[config.mk]
export PLATFORM = sky130hd
export DESIGN_NAME = swss_cfg_regs
export DESIGN_NICKNAME = d
export VERILOG_FILES = /design/src/design/swss_pkg.sv /design/src/design/swss_cfg_regs.sv
export SDC_FILE = /design/constraint.sdc
export NUM_CORES = 1
export LEC_CHECK = 0
export ABC_AREA = 1
export BUFFER_PORTS_ARGS = -buffer_cell sky130_fd_sc_hd__clkbuf_2
export CORE_MARGIN = 2
export CORE_UTILIZATION = 41
export CTS_CLUSTER_DIAMETER = 40
export DETAILED_ROUTE_END_ITERATION = 10
export PLACE_DENSITY = 0.79
export SLEW_MARGIN = 0
export SYNTH_ARGS = -nofsm -noshare
export SYNTH_HDL_FRONTEND = slang
export SYNTH_SLANG_ARGS = --single-unit
[constraint.sdc]
create_clock -name i_clk -period 1.15 [get_ports i_clk]
set_clock_uncertainty 0.1 [all_clocks]
set_input_delay 0.23 -clock i_clk [delete_from_list [all_inputs] [get_ports i_clk]]
set_output_delay 0.23 -clock i_clk [all_outputs]
set_load 0.02 [all_outputs]
[src/design/swss_pkg.sv]
// Shared types, codes and checksum helper for the segment sender
`timescale 1ns / 1ps

package swss_pkg;

    localparam int PAYLOAD_MAX_DEF = 1020;

    localparam int CNT_W  = 10;
    localparam int IDX_W  = 11;
    localparam int ALEN_W = 11;
    localparam int ATT_W  = 5;
    localparam int ADDR_W = 4;
    localparam int DATA_W = 32;

    localparam logic [1:0] ACT_PUSH    = 2'd0;
    localparam logic [1:0] ACT_FETCH   = 2'd1;
    localparam logic [1:0] ACT_ACK     = 2'd2;
    localparam logic [1:0] ACT_TIMEOUT = 2'd3;

    localparam logic [2:0] ST_TAKEN   = 3'd0;
    localparam logic [2:0] ST_CLOSED  = 3'd1;
    localparam logic [2:0] ST_TX      = 3'd2;
    localparam logic [2:0] ST_ACK_OK  = 3'd3;
    localparam logic [2:0] ST_RETRY   = 3'd4;
    localparam logic [2:0] ST_FAILED  = 3'd5;
    localparam logic [2:0] ST_REFUSED = 3'd6;
    localparam logic [2:0] ST_IDLE    = 3'd7;

    localparam logic [1:0] REG_DATA_CODE    = 2'd0;
    localparam logic [1:0] REG_ACK_CODE     = 2'd1;
    localparam logic [1:0] REG_MAX_ATTEMPTS = 2'd2;
    localparam logic [1:0] REG_END_CHAR     = 2'd3;

    localparam logic [7:0]       DATA_CODE_RST    = 8'h69;
    localparam logic [7:0]       ACK_CODE_RST     = 8'h6A;
    localparam logic [ATT_W-1:0] MAX_ATTEMPTS_RST = 5'd16;
    localparam logic [7:0]       END_CHAR_RST     = 8'h0A;

    localparam logic [ALEN_W-1:0] ACK_LEN   = 11'd4;
    localparam logic [3:0]        SUM_OK    = 4'hF;
    localparam logic [ATT_W-1:0]  FAIL_SAT  = 5'd31;
    localparam logic [IDX_W-1:0]  HDR_BYTES = 11'd4;

    typedef struct packed {
        logic [7:0]       data_code;
        logic [7:0]       ack_code;
        logic [ATT_W-1:0] max_attempts;
        logic [7:0]       end_char;
    } t_cfg;

    typedef struct packed {
        logic [1:0]        action;
        logic [7:0]        payload_byte;
        logic [7:0]        ack_b0;
        logic [7:0]        ack_b1;
        logic [7:0]        ack_b2;
        logic [7:0]        ack_b3;
        logic [ALEN_W-1:0] ack_length;
        logic              addr_match;
    } t_in_word;

    typedef struct packed {
        logic [2:0]       status;
        logic [7:0]       tx_byte;
        logic             tx_last;
        logic             seq_bit;
        logic [ATT_W-1:0] attempts;
    } t_out_word;

    // fold a nibble total into a 4-bit end-around-carry sum
    function automatic logic [3:0] eac_fold(input logic [7:0] total);
        logic [4:0] x;
        x = {1'b0, total[7:4]} + {1'b0, total[3:0]};
        return x[3:0] + {3'b000, x[4]};
    endfunction

endpackage

[src/design/swss_cfg_regs.sv]
// APB configuration registers of the segment sender
`timescale 1ns / 1ps

module swss_cfg_regs import swss_pkg::*; (
    input  logic              i_clk,
    input  logic              i_rst_n,
    input  logic              psel,
    input  logic              penable,
    input  logic              pwrite,
    input  logic [ADDR_W-1:0] paddr,
    input  logic [DATA_W-1:0] pwdata,
    output logic [DATA_W-1:0] prdata,
    output logic              pready,
    output t_cfg              o_cfg
);
    t_cfg r_cfg;
    logic w_wr;

    assign pready = 1'b1;
    assign w_wr   = psel && penable && pwrite;
    assign o_cfg  = r_cfg;

    always_ff @(posedge i_clk) begin
        if (!i_rst_n) begin
            r_cfg.data_code    <= DATA_CODE_RST;
            r_cfg.ack_code     <= ACK_CODE_RST;
            r_cfg.max_attempts <= MAX_ATTEMPTS_RST;
            r_cfg.end_char     <= END_CHAR_RST;
        end else if (w_wr) begin
            unique case (paddr[3:2])
                REG_DATA_CODE:    r_cfg.data_code    <= pwdata[7:0];
                REG_ACK_CODE:     r_cfg.ack_code     <= pwdata[7:0];
                REG_MAX_ATTEMPTS: r_cfg.max_attempts <= pwdata[ATT_W-1:0];
                REG_END_CHAR:     r_cfg.end_char     <= pwdata[7:0];
            endcase
        end
    end

    always_comb begin
        unique case (paddr[3:2])
            REG_DATA_CODE:    prdata = {24'd0, r_cfg.data_code};
            REG_ACK_CODE:     prdata = {24'd0, r_cfg.ack_code};
            REG_MAX_ATTEMPTS: prdata = {27'd0, r_cfg.max_attempts};
            REG_END_CHAR:     prdata = {24'd0, r_cfg.end_char};
        endcase
    end
endmodule

### Word level (Yosys, flattened, before mapping)

Index checks and enable logic that the tools add are counted.

| storage, ports and cells | value |
|---|---|
| logic and storage cells | 15 |
| register bits after elaboration | 29 |
| input bits | 41 |
| output and inout bits | 62 |

| cells by class | value |
|---|---|
| eq/ne operators | 3 |
| multiplexer cells | 1 |
| reductions and logical operators | 7 |

Operators with widths:

| cell | count |
|---|---|
| $pmux 32 s4 | 1 |
| $reduce_and 2->1 | 4 |
| $eq 2x2->1 const B | 2 |
| $eq 2x1->1 const B | 1 |
| $logic_and 1x1->1 | 2 |
| $logic_not 2->1 | 1 |

### Logic depth before layout (Yosys ltp)

| logic depth | value |
|---|---|
| word-level depth | 3 |
| gate-level depth with buffers | 6 |
| gate-level depth less buffers | 5 |

### Worst setup path after synthesis

OpenSTA, ideal clock, no wires.

| timing path | value |
|---|---|
| path type | input -> output |
| start | input port paddr[3] |
| end | output port prdata[1] |
| slack | -0.036 ns |
| stages | 4 |
| arrival | 0.856 ns |
| data required time | 0.820 ns |
| path buffers | 1 |
| cell sequence | nor2_1 > buf_2 > nand2_1 > nand4_1 |

| between the ends | value |
|---|---|
| longest elaborated chain between the ends | 2 |
| elaborated cells on any way between the ends | 5 |
| classes of those cells | eq/ne: 3; mux: 1; reduce/logical: 1 |

Ends and longest elaborated chain:

| item | line | source |
|---|---|---|
| start: declaration | swss_cfg_regs.sv:10 | `input logic [ADDR_W-1:0] paddr,` |
| $eq 2x2->1 (tied with other cells) | swss_cfg_regs.sv:40 | `unique case (paddr[3:2])` |
| $pmux 32 s4 * | swss_cfg_regs.sv:40 |  |
| end: declaration | swss_cfg_regs.sv:12 | `output logic [DATA_W-1:0] prdata,` |

Mark *: on every way between the ends. The rest lies on a longest branch, timed or not. The select of a mux whose other input is x is not followed.

### Worst setup path after layout

| timing path | value |
|---|---|
| start | input port paddr[2] |
| end | output port prdata[1] |

Same word-level chain as after synthesis.

==> impl_metrics.toml <==
[worst_setup_path]
cp_cell_sequence = "clkbuf_16 > inv_6 > nor2_4 > buf_6 > nand2_2 > nand4_1 > clkbuf_8"
critPathKind = "primary input to output pin"
timing.rr.start = "o_cfg[22]$_SDFFE_PN0P_"
crit_arrival_ns = 0.98
worstPathRequired_ns = 0.82
r2r_slack_ns = 0.24
cp-start-kind = "primary input"
reg2reg_depth = 4
r2r_end = "o_cfg[22]$_SDFFE_PN0P_"
critPathMaxStageDelay_ns = 0.16
cp-end-kind = "output pin"
slowest_stage = "buf_6"
critPathMaxFanout = 7

[detailed_routing]
avgViaCountPerCell = 4.59
drtPass1Iterations = 4
wl_per_cell_um = 12.7
drc = 0
wl_um = 4830
antenna_left = 0
drt_iter0_drc = 119
vias = 1750

[clock_network]
cts_sinks = 29
cts_hold_buf = 0
path_clk_slew_ns = 0.06
htreeDepth = 2
cts-root-buf = "clkbuf_8"
cts_buffers = 5
cts_buffer_depth = 2
tritoncts = "done"
clock_latency_ns = 0.29

[place]
io_buffers = 51
gp_congestion = 0.829
post-dp-hpwl_um = 2780

[synthesis]
yosys.area_share.adder = 0
synth.area.mux_share = 0
ys_warn_count = 0
avgSynthCellArea_um2 = 6.50
syn_inst = 235
postSynthRegisterBits = 29
synth_xor_area_frac = 0
synth_top_family_by_area = "simple AND/OR/NAND/NOR gates"
netlist_area_mm2 = 0.00153
synthSimpleGateAreaFrac = 0.432
synth_compound_area_frac = 0.00328
ys_seq_area_frac = 0.380
synth_cell_types = 14

[sta]
tns_ns = -1.50
final_max_slew_viol_count = 0
rsz0062_at_grt = "yes"
finalWorstSetupSlack_ns = -0.164
min_period_ns = 1.31
fin_hold_ws_ns = 0.0879
fmax_mhz = 761
hold_viol_final = 0
fin_crit_sh = 1.14
finalSetupViolCount = 21

[power_and_ir_drop]
switching_share = 0.304
powerDensity_mw_per_mm2 = 941
pwr-share-seq = 0.429
clock_power_share = 0.333
power_frac_comb = 0.237
p_switching_uw = 743
cellLeakagePower_nw = 1.32
p_int_mw = 1.70
ir_drop_mv = 0.737

[global_route]
antenna_found_initial = 0
track_usage = 0.227
grt_pass1_vias = 1597
overflow = 0
grt_pass1_wl_um = 7140
grt_max_degree = 30

[floorplan]
fp.coreArea_mm2 = 0.00363
row_count = 22
pin_count = 103
start_util = 0.420
die_area_mm2 = 0.00423
die_width_um = 65.0
die_y_um = 65.0

[min_path]
holdPathEnd = "o_cfg[12]$_SDFFE_PN1P_"
hold_path_depth = 3
worstHoldStart = "pwdata[4]"
hold_class = "primary input to register"

[cells_and_area]
synthToLayoutAreaGrowth_pct = 70.0
largest_reg_flops = 29
antenna_cells = 0
layout-drive-gt1-share = 0.486
nets = 373

[status]
violations = "setup timing"
status = "complete, but fails checks"

[job]
maxCapViolCount = 0
critical path, delay by kind of cell:
kind                   cells  cell delay [ns]
buffers and inverters      4             0.49
and+or+nand+nor            3             0.26
cells in the final DEF, fill, tap and decap left out, types with 13 or more instances in the layout:
cell type and n:
dfxtp_2 29, nand3_1 30, nand2_1 62, buf_6 21
conb_1 25, clkbuf_2 17, nand2_2 13, clkbuf_8 13
nor2_1 38, buf_4 41
Yosys cell counts:
cell	n	area share
buf_1	1	0.0025
buf_2	4	0.013
buf_4	27	0.13
clkbuf_1	1	0.0025
conb_1	2	0.0049
dfxtp_1	29	0.38
inv_1	11	0.027
inv_2	1	0.0025
nand2_1	76	0.19
nand3_1	33	0.11
nand4_1	5	0.020
nor2_1	39	0.096
nor2_2	5	0.020
o21ai_0	1	0.0033
per-stage QoR:
stage	power, mW	cell area, um2	util	worst slack [ns]	std cells
global placement	1.47	1880	0.519	-0.229	345
global route	2.56	2600	0.715	-0.193	381
CTS	2.38	2390	0.658	-0.134	370
floorplan	1.39	1630	-	0.00269	258
finish	2.44	2600	0.715	-0.164	381
detailed placement	1.47	1880	0.519	-0.235	345
what timing repair did:
item	CTS	global route
hold endpoints to repair	0	0
resized for setup	87	64
buffers inserted	17	11
endpoints found under the setup margin	29	32
pin swaps	13	10
logic make-up after synthesis:
family                 count (synthesis)
other                                  2
DFF                                   29
and+or+nand+nor                      158
buffers and inverters                 45
AOI/OAI and AO/OA                      1
per-layer routing:
layer  up-vias  part of all wire  track usage
met5         -                 0            0
met2        74              0.53        0.409
met3         8             0.071       0.0573
li1        881                 -            -
met1       787              0.38        0.244
met4         0             0.017        0.115
power by group through the flow:
stage / logic (mW) / registers, mW / clock network, mW
2_1_floorplan: 0.302 / 1.09 / 0
3_3_place_gp: 0.402 / 1.07 / 0
3_5_place_dp: 0.406 / 1.07 / 0
4_1_cts: 0.513 / 1.05 / 0.826
5_1_grt: 0.617 / 1.05 / 0.896
6_report: 0.580 / 1.05 / 0.815
layout make-up:
class	count	area [um2]
clock inverters	2	10.0
inverters	12	57.6
flip-flops and latches	29	617
well taps	48	60.1
fillers	272	1040
repair buffers	100	950
multi-input cells	184	831
clock buffers	6	72.6
worst max path at each step:
stage / start / end / slack [ns] / cells after the start
floorplan: paddr[2] / prdata[0] / 0.003 / 5
global placement: paddr[3] / prdata[2] / -0.23 / 6
detailed placement: paddr[3] / prdata[2] / -0.23 / 6
CTS: o_cfg[22]$_SDFFE_PN0P_ / prdata[1] / -0.13 / 3
global route: paddr[2] / prdata[1] / -0.19 / 7
finish: paddr[2] / prdata[1] / -0.16 / 7
No activity file was read; power rests on OpenSTA's default activity.
